File: src/hdl/ptc_pkg.sv
package ptc_pkg;

  localparam int unsigned AngleW = 16;
  localparam int unsigned TimeW  = 32;
  localparam int unsigned CodeW  = 3;
  localparam int unsigned AddrW  = 5;
  localparam int unsigned DataW  = 32;
  localparam int unsigned RegIdxW = 3;

  localparam int unsigned InTdataW  = 72;
  localparam int unsigned OutTdataW = 104;

  typedef enum logic [CodeW-1:0] {
    CODE_GOOD    = 3'd0,
    CODE_SLOUCH  = 3'd1,
    CODE_FORWARD = 3'd2,
    CODE_LEFT    = 3'd3,
    CODE_RIGHT   = 3'd4,
    CODE_TENSION = 3'd5,
    CODE_UNKNOWN = 3'd6
  } code_t;

  typedef enum logic [RegIdxW-1:0] {
    REG_FORWARD_LIMIT = 3'd0,
    REG_SLOUCH_LIMIT  = 3'd1,
    REG_LEFT_LIMIT    = 3'd2,
    REG_RIGHT_LIMIT   = 3'd3,
    REG_WINDOW        = 3'd4
  } reg_idx_t;

  localparam logic signed [AngleW-1:0] ForwardLimitReset = 16'sd2500;
  localparam logic signed [AngleW-1:0] SlouchLimitReset  = 16'sd1500;
  localparam logic signed [AngleW-1:0] LeftLimitReset    = -16'sd1500;
  localparam logic signed [AngleW-1:0] RightLimitReset   = 16'sd1500;
  localparam logic [TimeW-1:0]         WindowReset       = 32'd3000;

  // input beat fields
  typedef struct packed {
    logic [TimeW-1:0]         sample_time;
    logic signed [AngleW-1:0] roll_offset;
    logic signed [AngleW-1:0] pitch_offset;
    logic                     emg_tense;
    logic                     emg_ok;
    logic                     imu_ok;
  } in_beat_t;

  // output beat fields
  typedef struct packed {
    logic [TimeW-1:0] corrections_total;
    logic             correction_pulse;
    logic [TimeW-1:0] held_time;
    code_t            previous_code;
    code_t            posture_code;
    logic [TimeW-1:0] echo_time;
  } out_beat_t;

  function automatic logic is_bad(input code_t c);
    return (c != CODE_GOOD) && (c != CODE_UNKNOWN);
  endfunction

endpackage

File: src/hdl/posture_threshold_classifier.sv
// Channel  | Dir | Signals                       | Contents
// s_axis   | in  | s_tvalid s_tready s_tdata[72] | one feature sample per beat
// m_axis   | out | m_tvalid m_tready m_tdata[104]| one classification per beat
// apb      | in  | psel penable pwrite paddr ... | threshold and window registers
//
// One beat in per cycle, one beat out per cycle while m_axis is not stalled; a beat
// passes the input register, then the rule chain and window compare into the output register.
// State advances as a beat moves from the input register to the output register.
// rst (synchronous) clears the pipeline, the tracking state and the registers.
// A stalled m_axis holds the output register; s_tready then drops once the
// input register is also full.
module posture_threshold_classifier (
  input  logic                              clk,
  input  logic                              rst,
  input  logic                              s_tvalid,
  output logic                              s_tready,
  // imu_ok, emg_ok, emg_tense, pitch_offset[16], roll_offset[16], sample_time[32], 5'b0
  input  logic [ptc_pkg::InTdataW-1:0]      s_tdata,
  output logic                              m_tvalid,
  input  logic                              m_tready,
  // echo_time[32], posture_code[3], previous_code[3], held_time[32],
  // correction_pulse, corrections_total[32], 1'b0
  output logic [ptc_pkg::OutTdataW-1:0]     m_tdata,
  input  logic                              psel,
  input  logic                              penable,
  input  logic                              pwrite,
  input  logic [ptc_pkg::AddrW-1:0]         paddr,
  input  logic [ptc_pkg::DataW-1:0]         pwdata,
  output logic [ptc_pkg::DataW-1:0]         prdata,
  output logic                              pready
);

  localparam int unsigned InBeatW  = $bits(ptc_pkg::in_beat_t);
  localparam int unsigned OutBeatW = $bits(ptc_pkg::out_beat_t);

  // configuration
  logic signed [ptc_pkg::AngleW-1:0] forward_limit;
  logic signed [ptc_pkg::AngleW-1:0] slouch_limit;
  logic signed [ptc_pkg::AngleW-1:0] left_limit;
  logic signed [ptc_pkg::AngleW-1:0] right_limit;
  logic [ptc_pkg::TimeW-1:0]         window;

  logic                     cfg_wr;
  logic [ptc_pkg::RegIdxW-1:0] reg_idx;

  assign pready  = 1'b1;
  assign cfg_wr  = psel && penable && pwrite && pready;
  assign reg_idx = paddr[ptc_pkg::AddrW-1:2];

  always_ff @(posedge clk) begin
    if (rst) begin
      forward_limit <= ptc_pkg::ForwardLimitReset;
      slouch_limit  <= ptc_pkg::SlouchLimitReset;
      left_limit    <= ptc_pkg::LeftLimitReset;
      right_limit   <= ptc_pkg::RightLimitReset;
      window        <= ptc_pkg::WindowReset;
    end else if (cfg_wr) begin
      case (reg_idx)
        ptc_pkg::REG_FORWARD_LIMIT: forward_limit <= pwdata[ptc_pkg::AngleW-1:0];
        ptc_pkg::REG_SLOUCH_LIMIT:  slouch_limit  <= pwdata[ptc_pkg::AngleW-1:0];
        ptc_pkg::REG_LEFT_LIMIT:    left_limit    <= pwdata[ptc_pkg::AngleW-1:0];
        ptc_pkg::REG_RIGHT_LIMIT:   right_limit   <= pwdata[ptc_pkg::AngleW-1:0];
        ptc_pkg::REG_WINDOW:        window        <= pwdata[ptc_pkg::TimeW-1:0];
        default: ;
      endcase
    end
  end

  always_comb begin
    case (reg_idx)
      ptc_pkg::REG_FORWARD_LIMIT: prdata = {{(ptc_pkg::DataW-ptc_pkg::AngleW){1'b0}}, forward_limit};
      ptc_pkg::REG_SLOUCH_LIMIT:  prdata = {{(ptc_pkg::DataW-ptc_pkg::AngleW){1'b0}}, slouch_limit};
      ptc_pkg::REG_LEFT_LIMIT:    prdata = {{(ptc_pkg::DataW-ptc_pkg::AngleW){1'b0}}, left_limit};
      ptc_pkg::REG_RIGHT_LIMIT:   prdata = {{(ptc_pkg::DataW-ptc_pkg::AngleW){1'b0}}, right_limit};
      ptc_pkg::REG_WINDOW:        prdata = window;
      default:                    prdata = '0;
    endcase
  end

  // pipeline control
  logic in_valid;
  logic out_valid;
  logic out_free;
  logic advance;

  ptc_pkg::in_beat_t  in_beat;
  ptc_pkg::out_beat_t out_beat;
  ptc_pkg::out_beat_t out_beat_next;

  assign out_free = !out_valid || m_tready;
  assign advance  = in_valid && out_free;
  assign s_tready = !in_valid || out_free;

  always_ff @(posedge clk) begin
    if (rst) begin
      in_valid  <= 1'b0;
      out_valid <= 1'b0;
    end else begin
      if (s_tready) begin
        in_valid <= s_tvalid;
      end
      if (out_free) begin
        out_valid <= in_valid;
      end
    end
  end

  always_ff @(posedge clk) begin
    if (s_tvalid && s_tready) begin
      in_beat <= ptc_pkg::in_beat_t'(s_tdata[InBeatW-1:0]);
    end
    if (advance) begin
      out_beat <= out_beat_next;
    end
  end

  // tracking state
  ptc_pkg::code_t            cand_code, cand_code_next;
  logic [ptc_pkg::TimeW-1:0] cand_since, cand_since_next;
  ptc_pkg::code_t            held_code, held_code_next;
  logic [ptc_pkg::TimeW-1:0] held_since, held_since_next;
  logic                      alert_sent, alert_sent_next;
  ptc_pkg::code_t            shown_code;
  logic [ptc_pkg::TimeW-1:0] alert_total, alert_total_next;

  ptc_pkg::code_t raw;
  logic           confirmed;
  logic           pulse;
  logic [ptc_pkg::TimeW-1:0] now;

  assign now = in_beat.sample_time;

  always_comb begin
    if (!in_beat.imu_ok) begin
      raw = ptc_pkg::CODE_UNKNOWN;
    end else if (in_beat.emg_ok && in_beat.emg_tense) begin
      raw = ptc_pkg::CODE_TENSION;
    end else if (in_beat.pitch_offset >= forward_limit) begin
      raw = ptc_pkg::CODE_FORWARD;
    end else if (in_beat.pitch_offset >= slouch_limit) begin
      raw = ptc_pkg::CODE_SLOUCH;
    end else if (in_beat.roll_offset <= left_limit) begin
      raw = ptc_pkg::CODE_LEFT;
    end else if (in_beat.roll_offset >= right_limit) begin
      raw = ptc_pkg::CODE_RIGHT;
    end else begin
      raw = ptc_pkg::CODE_GOOD;
    end
  end

  always_comb begin
    cand_code_next  = raw;
    cand_since_next = (raw != cand_code) ? now : cand_since;
    alert_sent_next = (raw != cand_code) ? 1'b0 : alert_sent;
    confirmed       = (now - cand_since_next) >= window;
    held_code_next  = held_code;
    held_since_next = held_since;
    if (confirmed && (raw != held_code)) begin
      held_code_next  = raw;
      held_since_next = now;
    end
    pulse            = ptc_pkg::is_bad(held_code_next) && confirmed && !alert_sent_next;
    alert_total_next = alert_total + {{(ptc_pkg::TimeW-1){1'b0}}, pulse};
    if (pulse) begin
      alert_sent_next = 1'b1;
    end

    out_beat_next.echo_time         = now;
    out_beat_next.posture_code      = held_code_next;
    out_beat_next.previous_code     = shown_code;
    out_beat_next.held_time         = now - held_since_next;
    out_beat_next.correction_pulse  = pulse;
    out_beat_next.corrections_total = alert_total_next;
  end

  always_ff @(posedge clk) begin
    if (rst) begin
      cand_code   <= ptc_pkg::CODE_GOOD;
      cand_since  <= '0;
      held_code   <= ptc_pkg::CODE_GOOD;
      held_since  <= '0;
      alert_sent  <= 1'b0;
      shown_code  <= ptc_pkg::CODE_GOOD;
      alert_total <= '0;
    end else if (advance) begin
      cand_code   <= cand_code_next;
      cand_since  <= cand_since_next;
      held_code   <= held_code_next;
      held_since  <= held_since_next;
      alert_sent  <= alert_sent_next;
      shown_code  <= held_code_next;
      alert_total <= alert_total_next;
    end
  end

  assign m_tvalid = out_valid;
  assign m_tdata  = {{(ptc_pkg::OutTdataW-OutBeatW){1'b0}}, out_beat};

endmodule

File: config.mk
export PLATFORM = sky130hd
export DESIGN_NAME = posture_threshold_classifier
export DESIGN_NICKNAME = d
export VERILOG_FILES = /design/src/hdl/ptc_pkg.sv /design/src/hdl/posture_threshold_classifier.sv
export SDC_FILE = /design/constraint.sdc
export NUM_CORES = 1
export LEC_CHECK = 0
export BUFFER_PORTS_ARGS = -buffer_cell sky130_fd_sc_hd__buf_2
export CAP_MARGIN = 20
export CORE_MARGIN = 2
export CORE_UTILIZATION = 53
export DETAILED_ROUTE_END_ITERATION = 8
export PLACE_DENSITY = 0.82
export SLEW_MARGIN = 40
export SYNTH_ARGS = -nofsm -noshare
export SYNTH_HDL_FRONTEND = slang
export SYNTH_SLANG_ARGS = --single-unit
File: constraint.sdc
create_clock -name clk -period 9.3 [get_ports clk]
set_input_delay 1.395 -clock clk [delete_from_list [all_inputs] [get_ports clk]]
set_output_delay 1.395 -clock clk [all_outputs]
set_load 0.01 [all_outputs]
==> metrics, run 1 <==
leakage=11.5 nW; CORE AREA=0.0375 mm²; Fillers=2,578; layout cell share with drive strength beyond 1=0.327; min-delay worst type=register to register; failing checks=negative setup slack; Tot Pwr=5.12 mW; Clk Latency, worst-skew pair=590 ps; Main synth FF type=dfxtp_1; Finished Layout Cells=3,189; Post-Place Cells=3,037; CTS tree=done; VDD IR max=0.000151 V; skew final=32.5 ps; Routed WL=63,700 µm; I/O Buffers=245; area grow syn2layout=34.4%; CTS root buf=clkbuf_16; Setup Crit Path Kind=register to register; Mean Syn Cell Area=9.69 µm²; max incr delay on CP=510 ps; vias per cell=5.85; Synth area leaders=edfxtp_1 25%, dfxtp_1 20%, ha_1 10%; Routability Congestion=0.907; crit end category=register; Post-synth EDFFs=170; die footprint=0.0395 mm²; cells after synthesis=2,075; CP required=9630 ps; pwr dens=189 mW/mm²; Peak Freq=98.0 MHz; crit-path leading delay family=compound AO/OA/AOI/OAI gates; Buf/Inv on CP=6; Unique masters post-synth=82; Final Util=0.721; Max Root-Sink Buffers=3; antenna violations before repair=1; Die W=199 µm; number of synthesized register bits=371; Synth area leader=edfxtp_1; # clock sinks=371; All-Layer GR Usage=0.298; Setup crit start kind=register; asr flop ratio synth=0; Setup WS post-layout=-908 ps; CP Max Fanout=5; wire length per cell=20.0 µm; Final TNS setup=-29,020 ps; initial core utilization=0.536; vias in the first global route=18,121; Final ANT Viol Nets=0; register area share after synthesis=0.454; crit path from=in_beat[33]; largest net degree at the start of global routing=130; most used cell, CP=a21oi_2; CP max stage cell=o41a_4; most frequent cells in the layout=341 x buf_4, 244 x nand2_1, 244 x buf_2; hold path startpoint=held_since[14]; first-pass GRT wire length=93,000 µm; clock-pin slew on the worst setup and hold paths=60 ps; Final min period=10,210 ps; Tcrit/Tclk final=1.10; Overflow after GRT=0; H-tree Lvls=2; Yosys top cell area share=0.254; Worst Max-Slew Pin Slew=843 ps; Synth Warn #=0; Inserted Clock Buffers=42; Final Hold Viols=0; FF-to-FF Start=in_beat[33]; final HPWL from detailed placement=40,700 µm; RSZ-0062 raised after global routing=true; fin nets=2,921; Via Count=18,652; DR iter-0 viols=1,625; Final Max Tran Viols=0; first-pass iteration count of the detailed router=5; Max Cap Violations=0; syn nets=2,353; Std-Cell Rows=71; commonest non-fill, non-tap cell in the layout=buf_4; Max transition margin=0.438; status=finished with violations; worst path arrival time=10,530 ps; die height=199 µm; Synth Cell Area=0.0201 mm²; Final setup viols=57; final hold slack=470 ps; Ports=255; DRC Markers=0
registers in the layout, indices dropped and copies added (netlist names), 32 cells and up:
| name | cells |
|---|---|
| now | 32 |
| held_since | 32 |
| cand_since | 32 |
| window | 32 |
| in_beat | 35 |
| m_tdata | 103 |
| alert_total | 32 |
Yosys cell counts, types with 3 or more instances:
master       n
a2111oi_0    3
nor2b_1     12
mux2i_1     78
a21oi_1    193
a221o_1     16
or3_1       17
o211ai_1    44
buf_1        5
a31oi_2      3
o21a_1      12
nand4_1     55
a221oi_1     3
a211oi_1    37
nand2_1    256
o31ai_1     32
nand3_1     30
clkbuf_1    87
nor3_1      21
ha_1       160
o22ai_1      3
inv_1      125
or2_2        5
nand2b_1    18
buf_6        4
dfxtp_1    201
nor4_1       8
buf_2        4
and2_1      26
a31oi_1      7
a21boi_0     3
nor2_1     115
a21o_1      49
xnor2_1     59
edfxtp_1   170
and3_1      14
o21ai_0     72
o21bai_1     9
buf_4        5
and4_1       4
a2111o_1     3
xor2_1      50
through the flow:
| stage | instance area, µm² | setup WS [ps] |
|---|---|---|
| after global placement | 24100 | -832 |
| final | 27000 | -908 |
| after CTS | 26200 | -554 |
| after floorplan | 20300 | -50.3 |
| after global routing | 27000 | -1240 |
| after detailed placement | 24100 | -1110 |
tightest hold or removal path, stage by stage (launching register included):
cell and delay, ps:
dfxtp_1 310, o31ai_1 60, a21oi_1 60
power by group:
part	switching, mW	leakage [nW]	internal [mW]
registers	0.0624	3.24	1.83
logic	0.825	7.57	0.759
clock network	0.698	0.661	0.942
final cells by class:
cell class / instances / area, µm² / area share
well taps: 511 / 639 / 0.0237
multi-input cells: 1472 / 11100 / 0.410
clock buffers: 56 / 1170 / 0.0432
inverters: 127 / 489 / 0.0181
flip-flops and latches: 371 / 9130 / 0.338
diodes: 1 / 2.50 / 0.0000926
repair buffers: 629 / 4340 / 0.161
clock inverters: 22 / 173 / 0.00639
timing repair:
item / CTS / global route
setup buffers: 48 / 38
resized for setup: 87 / 125
cloned: 1 / 0
hold buffers: 0 / 0
endpoints found under the setup margin: 66 / 72
pin swaps: 56 / 64
cell families after synthesis:
group / Yosys count / synth area share
xor+xnor: 110 / 0.0489
flops: 371 / 0.454
fa+ha+maj: 162 / 0.102
other cells: 2 / 0.000374
buf+inv: 232 / 0.0460
simple gates: 595 / 0.139
mux: 80 / 0.0400
compound gates: 523 / 0.170
path summary, 6_finish.rpt:
path         cells after the start  slack, ps              to
max                             55       -910     m_tdata[66]
min                              2        470  held_since[14]
max reg2reg                     55       -910     m_tdata[66]
min reg2reg                      2        470  held_since[14]
metal layers:
layer | global-route usage | part of all wire
met5 | 0 | 0
met4 | 0.135 | 0.053
met3 | 0.0451 | 0.079
met2 | 0.510 | 0.48
met1 | 0.372 | 0.39
(Power assumes the default switching activity.)
==> run 2: changes to the inputs <==
Settings changed: BUFFER_PORTS_ARGS -buffer_cell sky130_fd_sc_hd__buf_2 to -buffer_cell sky130_fd_sc_hd__clkbuf_2, CTS_CLUSTER_SIZE set to 30.
==> metrics, run 2 (same netlist as run 1, synthesis figures left out) <==
pwr dens=187 mW/mm² (-1.0%); Max Root-Sink Buffers=3 (unchanged); Worst Max-Slew Pin Slew=868 ps (+25.7 ps); Ant. Diodes=0 (-1); Tcrit/Tclk final=1.12 (+0.0211); Final setup viols=67 (+18%); CTS root buf=clkbuf_16; Die W=199 µm (unchanged); wire length per cell=19.7 µm (-1.3%); Clk Latency, worst-skew pair=590 ps (about the same); Max transition margin=0.421 (-0.0171); RSZ-0062 raised after global routing=true; failing checks=negative setup slack; vias in the first global route=17,839 (-1.6%); Setup Crit Path Kind=register to register; max reg flops=103 (unchanged); Post-Place Cells=3,043 (+0.20%); worst path arrival time=10,730 ps (+200 ps); die height=199 µm (unchanged); # clock sinks=371 (unchanged); Std-Cell Rows=71 (unchanged); initial core utilization=0.536 (unchanged); crit end category=register; Inserted Clock Buffers=42 (unchanged); CP Max Fanout=8 (+3); Via Count=18,552 (-0.54%); VDD IR max=0.000143 V (-5.6%); Finished Layout Cells=3,185 (-0.13%); max incr delay on CP=520 ps (about the same); FF-to-FF Start=in_beat[18]; DR iter-0 viols=1,493 (-8.1%); Peak Freq=96.1 MHz (-1.9%); H-tree Lvls=2 (unchanged); final hold slack=469 ps (-0.514 ps); I/O Buffers=245 (unchanged); fin nets=2,918 (-0.10%); Routability Congestion=0.933 (+2.9%); Final ANT Viol Nets=0 (unchanged); Fillers=2,533 (-1.7%); leakage=11.5 nW (+0.40%); status=finished with violations; CORE AREA=0.0375 mm² (unchanged); dpl ws=-1080 ps (+33.6 ps); first-pass GRT wire length=91,100 µm (-2.1%); Final Max Tran Viols=0 (unchanged); die footprint=0.0395 mm² (unchanged); Final min period=10,400 ps (+196 ps); commonest non-fill, non-tap cell in the layout=buf_4; Overflow after GRT=0 (unchanged); CP max stage cell=edfxtp_1; skew final=30.9 ps (-1.63 ps); Routed WL=62,800 µm (-1.4%); Ports=255 (unchanged); most frequent cells in the layout=330 x buf_4, 244 x clkbuf_2, 241 x nand2_1; first-pass iteration count of the detailed router=6 (+1); R2R Setup Slk=-1100 ps (-200 ps); All-Layer GR Usage=0.292 (-0.00608); Max Cap Violations=0 (unchanged); hold path startpoint=held_since[28]; DRC Markers=0 (unchanged); Final Hold Viols=0 (unchanged); Setup WS post-layout=-1100 ps (-196 ps); most used cell, CP=a21oi_2; antenna violations before repair=0 (-1); final HPWL from detailed placement=41,000 µm (+0.71%); clock-pin slew on the worst setup and hold paths=60 ps (about the same); area grow syn2layout=34.8%; crit path from=in_beat[18]; largest net degree at the start of global routing=91 (-30%); CP required=9620 ps (about the same); Setup crit start kind=register; min-delay worst type=register to register; CTS tree=done; layout cell share with drive strength beyond 1=0.331 (+0.00373); vias per cell=5.82 (-0.41%)
## run 2: cell types whose count changed in the layout (fill, tap and decap cells not counted), moves of 5 or more
cell,delta
a21oi_2,+6
buf_2,-244
buf_4,-11
buf_6,+5
clkbuf_2,+244
ha_1,-5
## run 2: path summary, 6_finish.rpt
path | cells after the start | endpoint
setup / recovery | 55 | m_tdata[67]
setup reg to reg | 55 | m_tdata[67]
hold reg to reg | 2 | held_since[28]
hold / removal | 2 | held_since[28]
## run 2: area by class of cell
cell class              instances  area [µm²]  share of cell area
flip-flops and latches        371        9130               0.337
repair buffers                626        4370               0.161
multi-input cells            1472       11100               0.411
clock buffers                  56        1160              0.0427
well taps                     511         639              0.0236
clock inverters                22         194             0.00716
inverters                     127         482              0.0178
## run 2: per-layer routing
metal,vias to the layer above,part of all wire,track usage
li1,8603,-,-
met1,8784,0.39,0.369
met2,944,0.48,0.493
met3,221,0.080,0.0515
met4,0,0.046,0.125
met5,-,0,0
## run 2: stage by stage
stage	util	cell area, µm²	setup TNS [ps]	power, mW
floorplan	-	20300	-126	2.71
global placement	0.644	24100	-17350	3.15
detailed placement	0.645	24200	-29810	3.21
CTS	0.700	26300	-16600	4.94
global route	0.723	27100	-66830	5.28
finish	0.723	27100	-47080	5.08
## run 2: what timing repair did
| item | CTS | global route |
|---|---|---|
| hold buffers | 0 | 0 |
| pin swaps | 52 | 76 |
| gates resized for setup | 98 | 132 |
| endpoints found under the setup margin | 56 | 73 |
| cloned | 1 | 0 |
| setup buffers | 31 | 48 |
## run 2: critical path, delay by kind of cell, from the launching register on
| family | cells | cell delay [ps] |
|---|---|---|
| compound gates | 23 | 3830 |
| xor+xnor | 2 | 290 |
| fa+ha+maj | 5 | 1460 |
| buf+inv | 8 | 1130 |
| flops | 1 | 520 |
| mux | 1 | 250 |
| simple gates | 16 | 2660 |
## run 2: where the power goes
group          internal [mW]  switching (mW)  leakage (nW)
sequential              1.83          0.0623          3.24
clock                  0.942           0.711         0.656
combinational          0.735           0.802          7.62
